<file path="src/hw/rtl/lfukvc_pkg.sv">
// Shared types and constants for the LFU key-value cache.
package lfukvc_pkg;

  localparam int unsigned CFG_W = 5;
  localparam logic [CFG_W-1:0] CFG_CAPACITY_RESET = 5'd16;

  localparam logic OP_GET = 1'b0;
  localparam logic OP_PUT = 1'b1;

  typedef struct packed {
    logic        opcode;
    logic [31:0] lookup_key;
    logic [31:0] write_value;
  } in_item_t;

  typedef struct packed {
    logic        hit;
    logic [31:0] read_value;
  } out_item_t;

endpackage

</file>
<file path="src/hw/rtl/lfu_key_value_cache_unit.sv">
// Fully associative key-value cache with LFU replacement and LRU tiebreak.
//
// Takes one get or put transaction per cycle and returns exactly one result for each.
// A transaction is registered at acceptance. In the next cycle, one combinational pass over
// the flat table does three things: the parallel key compare, the min-count/oldest victim
// select (a log2(CAPACITY) deep compare tree) and the count/rank update. The result then
// lands in the output register. The sustained rate is one transaction per cycle while
// out_stall is low. When the output register is stalled, the input register holds and
// in_stall rises. The table is cleared at reset by per-entry valid bits, so no clearing
// pass is needed. Capacity is set through cfg_wr_data. Values above CAPACITY act as
// CAPACITY. Zero makes puts change nothing.
module lfu_key_value_cache_unit #(
  parameter int CAPACITY   = 16,
  parameter int KEY_BITS   = 32,
  parameter int COUNT_BITS = 16
) (
  input  logic                            clk,
  input  logic                            rst_n,
  input  logic                            in_valid,
  output logic                            in_stall,
  input  lfukvc_pkg::in_item_t            in_item,
  output logic                            out_valid,
  input  logic                            out_stall,
  output lfukvc_pkg::out_item_t           out_item,
  input  logic                            cfg_wr_en,
  input  logic [lfukvc_pkg::CFG_W-1:0]    cfg_wr_data
);
  import lfukvc_pkg::*;

  localparam int KW        = (KEY_BITS < 32) ? KEY_BITS : 32;
  localparam int RANK_BITS = (CAPACITY > 1) ? $clog2(CAPACITY) : 1;
  localparam int IDX_BITS  = RANK_BITS;
  localparam int NLEAF     = 1 << IDX_BITS;
  localparam int OCC_BITS  = $clog2(CAPACITY + 1);
  localparam int CAP_W     = (OCC_BITS > CFG_W) ? OCC_BITS : CFG_W;
  localparam int VKEY_W    = 1 + COUNT_BITS + RANK_BITS;

  // table state
  logic [CAPACITY-1:0]   valid_r;
  logic [KW-1:0]         key_r   [CAPACITY];
  logic [31:0]           value_r [CAPACITY];
  logic [COUNT_BITS-1:0] count_r [CAPACITY];
  logic [RANK_BITS-1:0]  rank_r  [CAPACITY];
  logic [OCC_BITS-1:0]   occ_r;
  logic [CFG_W-1:0]      cap_r;

  // pipeline registers
  logic      s1_valid_r, s1_valid_nxt;
  in_item_t  s1_item_r;
  logic      out_valid_r, out_valid_nxt;
  out_item_t out_item_r, out_item_nxt;

  logic advance;
  logic in_accept;

  logic [KW-1:0]        cur_key;
  logic [CAPACITY-1:0]  match_vec;
  logic                 hit;
  logic [IDX_BITS-1:0]  found_idx;
  logic [IDX_BITS-1:0]  free_idx;
  logic [IDX_BITS-1:0]  victim_idx;
  logic                 victim_ok;
  logic [CAP_W-1:0]     cap_eff;
  logic                 full;
  logic                 is_put;
  logic                 do_touch;
  logic                 do_insert;
  logic                 do_fill;
  logic [IDX_BITS-1:0]  slot;
  logic [RANK_BITS:0]   old_rank;
  logic [31:0]          hit_value;

  logic [VKEY_W-1:0]    tkey [2*NLEAF];
  logic [IDX_BITS-1:0]  tidx [2*NLEAF];

  logic [COUNT_BITS-1:0] count_nxt [CAPACITY];
  logic [RANK_BITS-1:0]  rank_nxt  [CAPACITY];
  logic [OCC_BITS-1:0]   occ_nxt;

  // handshake
  assign advance   = s1_valid_r && (!out_valid_r || !out_stall);
  assign in_stall  = s1_valid_r && !advance;
  assign in_accept = in_valid && !in_stall;
  assign out_valid = out_valid_r;
  assign out_item  = out_item_r;

  assign cur_key = s1_item_r.lookup_key[KW-1:0];
  assign is_put  = (s1_item_r.opcode == OP_PUT);

  // key compare, hit select, first free slot
  always_comb begin
    match_vec = '0;
    found_idx = '0;
    free_idx  = '0;
    hit_value = '0;
    for (int i = 0; i < CAPACITY; i++) begin
      match_vec[i] = valid_r[i] && (key_r[i] == cur_key);
      if (match_vec[i]) begin
        found_idx = IDX_BITS'(i);
        hit_value = value_r[i];
      end
    end
    for (int i = CAPACITY - 1; i >= 0; i--) begin
      if (!valid_r[i]) begin
        free_idx = IDX_BITS'(i);
      end
    end
  end

  assign hit = |match_vec;

  // victim: lowest count, then highest rank (oldest); lower index wins a full tie
  always_comb begin
    tkey[0] = '0;
    tidx[0] = '0;
    for (int n = 0; n < NLEAF; n++) begin
      if (n < CAPACITY) begin
        tkey[NLEAF+n] = {!valid_r[n], count_r[n], ~rank_r[n]};
      end else begin
        tkey[NLEAF+n] = '1;
      end
      tidx[NLEAF+n] = IDX_BITS'(n);
    end
    for (int n = NLEAF - 1; n >= 1; n--) begin
      if (tkey[2*n+1] < tkey[2*n]) begin
        tkey[n] = tkey[2*n+1];
        tidx[n] = tidx[2*n+1];
      end else begin
        tkey[n] = tkey[2*n];
        tidx[n] = tidx[2*n];
      end
    end
  end

  assign victim_idx = tidx[1];
  assign victim_ok  = !tkey[1][VKEY_W-1];

  always_comb begin
    logic [CAP_W-1:0] cfg_ext;
    logic [CAP_W-1:0] cap_lim;
    cfg_ext = CAP_W'(cap_r);
    cap_lim = CAP_W'(CAPACITY);
    cap_eff = (cfg_ext > cap_lim) ? cap_lim : cfg_ext;
    full    = (CAP_W'(occ_r) >= cap_eff);
  end

  // decide the update for this transaction
  always_comb begin
    do_touch  = 1'b0;
    do_insert = 1'b0;
    do_fill   = 1'b0;
    slot      = found_idx;
    if (s1_valid_r) begin
      if (hit && (!is_put || cap_eff != '0)) begin
        do_touch = 1'b1;
      end else if (!hit && is_put && cap_eff != '0) begin
        if (full) begin
          do_insert = victim_ok;
          slot      = victim_idx;
        end else begin
          do_insert = 1'b1;
          do_fill   = 1'b1;
          slot      = free_idx;
        end
      end
    end
    old_rank = '0;
    for (int i = 0; i < CAPACITY; i++) begin
      if (slot == IDX_BITS'(i)) begin
        old_rank = {1'b0, rank_r[i]};
      end
    end
    if (do_fill) begin
      old_rank = (RANK_BITS+1)'(CAPACITY);
    end
  end

  // new counts and ranks
  always_comb begin
    for (int i = 0; i < CAPACITY; i++) begin
      count_nxt[i] = count_r[i];
      rank_nxt[i]  = rank_r[i];
      if ((do_touch || do_insert) && slot == IDX_BITS'(i)) begin
        rank_nxt[i] = '0;
        if (do_insert) begin
          count_nxt[i] = COUNT_BITS'(1);
        end else if (count_r[i] != '1) begin
          count_nxt[i] = count_r[i] + COUNT_BITS'(1);
        end
      end else if ((do_touch || do_insert) && valid_r[i] &&
                   ({1'b0, rank_r[i]} < old_rank)) begin
        rank_nxt[i] = rank_r[i] + RANK_BITS'(1);
      end
    end
    occ_nxt = do_fill ? occ_r + OCC_BITS'(1) : occ_r;
  end

  always_comb begin
    s1_valid_nxt  = in_accept ? 1'b1 : (advance ? 1'b0 : s1_valid_r);
    out_valid_nxt = advance ? 1'b1 : (out_valid_r && out_stall);
    out_item_nxt.hit        = hit;
    out_item_nxt.read_value = (!is_put && hit) ? hit_value : '0;
  end

  always_ff @(posedge clk) begin
    if (!rst_n) begin
      s1_valid_r  <= 1'b0;
      out_valid_r <= 1'b0;
      valid_r     <= '0;
      occ_r       <= '0;
      cap_r       <= CFG_CAPACITY_RESET;
      for (int i = 0; i < CAPACITY; i++) begin
        count_r[i] <= '0;
        rank_r[i]  <= '0;
      end
    end else begin
      s1_valid_r  <= s1_valid_nxt;
      out_valid_r <= out_valid_nxt;
      if (cfg_wr_en) begin
        cap_r <= cfg_wr_data;
      end
      if (advance) begin
        occ_r <= occ_nxt;
        for (int i = 0; i < CAPACITY; i++) begin
          count_r[i] <= count_nxt[i];
          rank_r[i]  <= rank_nxt[i];
          if (do_insert && slot == IDX_BITS'(i)) begin
            valid_r[i] <= 1'b1;
          end
        end
      end
    end
  end

  // payload registers, no reset
  always_ff @(posedge clk) begin
    if (in_accept) begin
      s1_item_r <= in_item;
    end
    if (advance) begin
      out_item_r <= out_item_nxt;
      for (int i = 0; i < CAPACITY; i++) begin
        if ((do_insert || (do_touch && is_put)) && slot == IDX_BITS'(i)) begin
          value_r[i] <= s1_item_r.write_value;
        end
        if (do_insert && slot == IDX_BITS'(i)) begin
          key_r[i] <= cur_key;
        end
      end
    end
  end

  a_occ_matches_valid: assert property (@(posedge clk) disable iff (!rst_n)
    $countones(valid_r) == int'(occ_r))
    else $error("occupancy does not match number of valid entries");

  a_occ_bound: assert property (@(posedge clk) disable iff (!rst_n)
    int'(occ_r) <= CAPACITY)
    else $error("occupancy above capacity");

  a_occ_no_shrink: assert property (@(posedge clk) disable iff (!rst_n)
    s1_valid_r |=> occ_r >= $past(occ_r))
    else $error("occupancy decreased");

  a_s1_hold: assert property (@(posedge clk) disable iff (!rst_n)
    (s1_valid_r && !advance) |=> (s1_valid_r && $stable(s1_item_r)))
    else $error("held transaction lost or changed");

  a_insert_has_slot: assert property (@(posedge clk) disable iff (!rst_n)
    (s1_valid_r && is_put && !hit && cap_eff != '0) |-> (do_fill || victim_ok))
    else $error("put of new key found no slot");

endmodule

</file>
<file path="config.mk">
export PLATFORM = sky130hd
export DESIGN_NAME = lfu_key_value_cache_unit
export DESIGN_NICKNAME = d
export VERILOG_FILES = /design/src/hw/rtl/lfukvc_pkg.sv /design/src/hw/rtl/lfu_key_value_cache_unit.sv
export SDC_FILE = /design/constraint.sdc
export NUM_CORES = 2
export LEC_CHECK = 0
export BUFFER_PORTS_ARGS = -buffer_cell sky130_fd_sc_hd__buf_4
export CELL_PAD_IN_SITES_DETAIL_PLACEMENT = 0
export CELL_PAD_IN_SITES_GLOBAL_PLACEMENT = 1
export CORE_MARGIN = 2
export CORE_UTILIZATION = 55
export DETAILED_ROUTE_END_ITERATION = 6
export GPL_ROUTABILITY_DRIVEN = 0
export PLACE_DENSITY = 0.93
export SLEW_MARGIN = 20
export SYNTH_ARGS = -nofsm -noshare
export SYNTH_HDL_FRONTEND = slang
export SYNTH_SLANG_ARGS = --single-unit
export TNS_END_PERCENT = 50
</file>
<file path="constraint.sdc">
create_clock -name clk -period 38.6 [get_ports clk]
set_input_delay 7.72 -clock clk [delete_from_list [all_inputs] [get_ports clk]]
set_output_delay 7.72 -clock clk [all_outputs]
set_load 0.02 [all_outputs]
</file>
## Word-level counts from Yosys, hierarchy flattened

Memory sizes are Yosys's and may differ from the RTL's.
Index checks and enable logic that the tools add are counted.

| cells by class | value |
|---|---|
| add/sub/neg operators | 33 |
| magnitude comparators | 33 |
| equality and inequality tests | 47 |
| muxes and demuxes | 414 |
| bitwise operators | 48 |
| reductions and logical operators | 183 |

Operators with widths:

| operator | count |
|---|---|
| two-way mux 32 bit | 46 |
| two-way mux 16 bit | 64 |
| OR reduction 32 bit | 30 |
| == test 32 bit | 16 |
| two-way mux 4 bit | 120 |
| < comparator 21 bit | 15 |
| two-way mux 21 bit | 15 |
| adder 16 x 1 -> 16 bit, second input constant | 16 |
| != test 16 bit, second input constant | 16 |
| two-way mux 1 bit | 152 |
| logical AND 1 bit | 105 |
| two-way mux 5 bit | 17 |
| < comparator 4 x 5 -> 1 bit | 16 |
| adder 4 x 1 -> 4 bit, second input constant | 16 |
| inverter 4 bit | 16 |
| AND reduction 2 bit | 17 |
| == test 4 bit, second input constant | 8 |
| bitwise OR 1 bit | 32 |
| zero test 1 bit | 23 |
| == test 4 x 3 -> 1 bit, second input constant | 4 |
| OR reduction 16 bit | 1 |
| == test 4 x 2 -> 1 bit, second input constant | 2 |
| adder 5 x 1 -> 5 bit, second input constant | 1 |
| >= comparator 5 bit | 1 |
| other kinds (6) | 9 |

| storage, ports and cells | value |
|---|---|
| register bits after elaboration | 126 |
| bits in writable memories | 1344 |
| input port bits | 75 |
| output and inout bits | 35 |
| logic and storage cells | 787 |
| memories | 4 |

Memories:

| name | depth | bits a word | rd ports | clocked after Yosys merged registers in | wr ports | RTL line | RTL |
|---|---|---|---|---|---|---|---|
| key_r | 16 | 32 | 16 | 0 | 1 | lfu_key_value_cache_unit.sv:40 | `logic [KW-1:0] key_r [CAPACITY];` |
| value_r | 16 | 32 | 16 | 0 | 1 | lfu_key_value_cache_unit.sv:41 | `logic [31:0] value_r [CAPACITY];` |
| count_r | 16 | 16 | 16 | 0 | 16 | lfu_key_value_cache_unit.sv:42 | `logic [COUNT_BITS-1:0] count_r [CAPACITY];` |
| rank_r | 16 | 4 | 16 | 0 | 16 | lfu_key_value_cache_unit.sv:43 | `logic [RANK_BITS-1:0] rank_r [CAPACITY];` |

## Logic depth before layout (Yosys ltp)

An unclocked memory read counts as a cell.

| depth | value |
|---|---|
| depth after elaboration | 44 |
| depth in mapped cells | 62 |
| gate-level depth less buffers | 55 |

## Worst setup path before layout

OpenSTA, ideal clock, no wires.

| timing | value |
|---|---|
| path type | input to output |
| from | in out_stall |
| to | out in_stall |
| arrival time | 8000 ps |
| path slack | 22880 ps |
| stages on the path | 1 |
| path buffers | 0 |
| cells stage by stage | and3_1 |

| between the ends | value |
|---|---|
| cells in the longest elaborated chain, start to end | 5 |

Ends and longest elaborated chain:

| item | RTL line | RTL |
|---|---|---|
| start: declaration | lfu_key_value_cache_unit.sv:23 | `input logic out_stall,` |
| zero test 1 bit | lfu_key_value_cache_unit.sv:81 | `assign advance = s1_valid_r && (!out_valid_r \|\| !out_stall);` |
| logical OR 1 bit | lfu_key_value_cache_unit.sv:81 |  |
| logical AND 1 bit | lfu_key_value_cache_unit.sv:81 |  |
| zero test 1 bit | lfu_key_value_cache_unit.sv:82 | `assign in_stall = s1_valid_r && !advance;` |
| logical AND 1 bit | lfu_key_value_cache_unit.sv:82 |  |
| end: declaration | lfu_key_value_cache_unit.sv:20 | `output logic in_stall,` |

No other way between the ends.

## Final worst setup path

Ends and elaborated chain as after synthesis.

==> flow_metrics.tcl <==
set metrics [dict create \
    avgViaCountPerCell 6.12 \
    wl_per_cell_um 23.1 \
    drc_errors 0 \
    ff2ff_setup_slack_ns 23.09 \
    yosysWarnings 0 \
    areaGrowthSynthToFinish_pct 10.6 \
    num_rows 135 \
    firstDrtPassIters 6 \
    power_switching_mw 1.24 \
    htree_levels 4 \
    dieArea_um2 140000 \
    hold_buffers 0 \
    track_usage_pct 27.3 \
    timing.final.crit_share_pct 41.4 \
    worstSetupPathType "input pin to primary output" \
    clockBufferDepth 3 \
    n_antenna_cell 0 \
    layout-drive-gt1-share_pct 8.41 \
    grt_pass1_wl_um 294000 \
    end_kind "primary output" \
    fin_crit_ns 15.96 \
    yosysMostFrequentCell "edfxtp_1" \
    fin_skew_ns 0.0397 \
    slew_violations 0 \
    io_buffers 109 \
    hold_slack_ns 0.540 \
    slew_headroom_pct 21.7 \
    status "complete, no violations" \
    seq_area_frac_synth_pct 58.2 \
    synth_cell_type_count 103 \
    postRouteAntennaNets 0 \
    placedCellCount 8116 \
    comb_power_share_pct 21.3 \
    tightest_slew_ns 1.16 \
    hold-path-cell-count 2 \
    synth_edf_count 1442 \
    grt-ovfl-total 0 \
    start_util_pct 55.5 \
    r2r-start "count_r[0][56]" \
    synth_ff_type "edfxtp_1" \
    reg2regPathDepth 48 \
    grt_pass1_vias 50300 \
    hp-start "occ_r[1]" \
    fp.coreArea_um2 136000 \
    rr_endpoint "rank_r[0][29]" \
    tns_ns 0 \
    synth_nets 6838 \
    syn_area_um2 75400 \
    p_leak_nw 30.3 \
    synth-seq-cells 1470 \
    worstPathRequired_ns 30.88 \
    fin_util_pct 61.4 \
    synthCells 6376 \
    worstSetupStartpointType "input pin" \
    drtIter0Drc 5555 \
    power_density_nw_per_um2 50.8 \
    setup_violations 0 \
    hp-class "flop to flop" \
    final_nets 6950 \
    p_clk_share_pct 35.1 \
    hold_violations 0 \
    synth_area_leaders "edfxtp_1 57%, ha_1 6.4%, xnor2_1 6.1%, nor2_1 3.1%, xor2_1 2.8%" \
    clk_latency_ns 0.80 \
    via_count 51400 \
    synth.largest_area_cell "edfxtp_1" \
    arrival_ns 8.24 \
    crit_start "out_stall" \
    cellInternalPower_mw 2.99 \
    crit_fanout 3 \
    pwr-share-seq_pct 43.6 \
    die_h_um 374 \
    ctsResizeCount 0 \
    cts_buffers 151 \
    async_reset_ff_share_pct 0 \
    vdd_ir_drop_max_uv 43.0 \
    chipWidth_um 374 \
    totalWireLength_um 194000 \
    clkSlewWorstSetupHoldPaths_ns 0.06 \
    ios 110 \
    post_cts.repair.setup_buffers 0 \
    cts_tree "done" \
    netlist.area_leader.share_pct 57.4 \
    rsz0062_at_grt "false" \
    final_cells 8391 \
    antenna_found_initial 3 \
    fmax_mhz 62.6 \
    maxCapViolCount 0 \
    hold-path-endpoint "occ_r[1]" \
    grt_start_max_net_pins 97 \
    synth_top_cells_by_count "1442 x edfxtp_1, 629 x nor2_1, 528 x xnor2_1" \
    place_hpwl_um 120000 \
    syn_area_per_cell_um2 11.8 \
    switching_share_pct 29.3 \
    clock_sinks 1470 \
    clockRootBuffer "clkbuf_16" \
]
critical path: stages:
cell and delay (ns):
buf_4 0.09, and3_1 0.25, buf_4 0.18
layer usage:
metal,vias up,global-route usage (%),part of all wire (%)
met3,459,4.79,9.5
met4,2,10.6,3.7
met2,2519,43.9,47
met5,-,0,0.0067
met1,25000,37.1,40
li1,23400,-,-
worst max-delay path by stage:
stage / to / slack [ns]
finish: in_stall / 22.64
global route: rank_r[0][29] / 22.10
CTS: in_stall / 22.64
detailed placement: in_stall / 22.66
global placement: in_stall / 22.66
floorplan: in_stall / 22.88
state kept, by name, indices dropped and copies added, names as in the netlist:
name and cells:
valid_r 16, rank_r 64, count_r 256, s1_valid_r 1, cur_key 32, occ_r 5
cap_r 5, out_item 33, key_r 512, is_put 1, value_r 512, out_valid 1
s1_item_r 32
metrics by stage:
step / power (mW) / worst slack, ns / cell area, µm²
floorplan: 2.51 / 22.88 / 75400
global placement: 2.74 / 22.66 / 78300
detailed placement: 2.76 / 22.66 / 78300
CTS: 4.24 / 22.64 / 83400
global route: 4.41 / 22.10 / 83400
finish: 4.23 / 22.64 / 83400
cells in the final DEF (no fill, tap or decap), types with 12 or more instances in the layout:
cell type,synthesis,final
edfxtp_1,1442,1442
nor2_1,629,595
xnor2_1,528,528
nand2_1,483,481
ha_1,387,387
inv_1,363,362
o21ai_0,340,339
a21oi_1,297,297
xor2_1,241,241
nand3_1,243,241
buf_4,35,220
mux2i_1,201,201
nand4_1,163,163
clkbuf_16,0,152
o21a_1,71,71
and3_1,65,65
nor4_1,65,65
nor3_1,65,65
o211ai_1,52,52
a21o_1,48,48
a211o_1,37,37
o22ai_1,35,35
clkinv_1,1,33
dfxtp_1,28,28
clkbuf_1,156,25
clkinv_2,0,24
nor2b_1,26,23
mux2_2,21,21
a31oi_1,20,20
nor2_4,0,18
bufinv_16,0,18
a211oi_1,18,17
nor2_2,0,16
nand2b_1,15,15
and2_1,15,15
a21boi_0,14,14
and4_1,13,13
a31o_2,12,12
cell type report:
type / count / area (µm²)
Clock inverter: 98 / 1150
Timing Repair Buffer: 220 / 1650
Tap cell: 1781 / 2230
Multi-Input combinational cell: 4279 / 29200
Clock buffer: 177 / 3900
Fill cell: 10200 / 52400
Inverter: 366 / 1370
Sequential cell: 1470 / 43900
power groups by stage:
stage / Combinational (mW) / Clock, mW / Sequential (mW)
3_5_place_dp: 0.885 / 0 / 1.88
2_1_floorplan: 0.646 / 0 / 1.87
6_report: 0.902 / 1.49 / 1.84
5_1_grt: 0.999 / 1.56 / 1.85
4_1_cts: 0.892 / 1.50 / 1.84
3_3_place_gp: 0.861 / 0 / 1.87
kinds of logic after synthesis:
| logic type | Yosys count | synth area share [%] |
|---|---|---|
| buffers and inverters | 627 | 3.37 |
| muxes | 225 | 3.05 |
| xor gates and xnor gates | 769 | 8.94 |
| adders and majority gates | 387 | 6.42 |
| AOI/OAI and AO/OA | 1063 | 8.83 |
| and+or+nand+nor | 1835 | 11.2 |
| DFF | 1470 | 58.2 |
No activity file was read; power rests on OpenSTA's default activity.
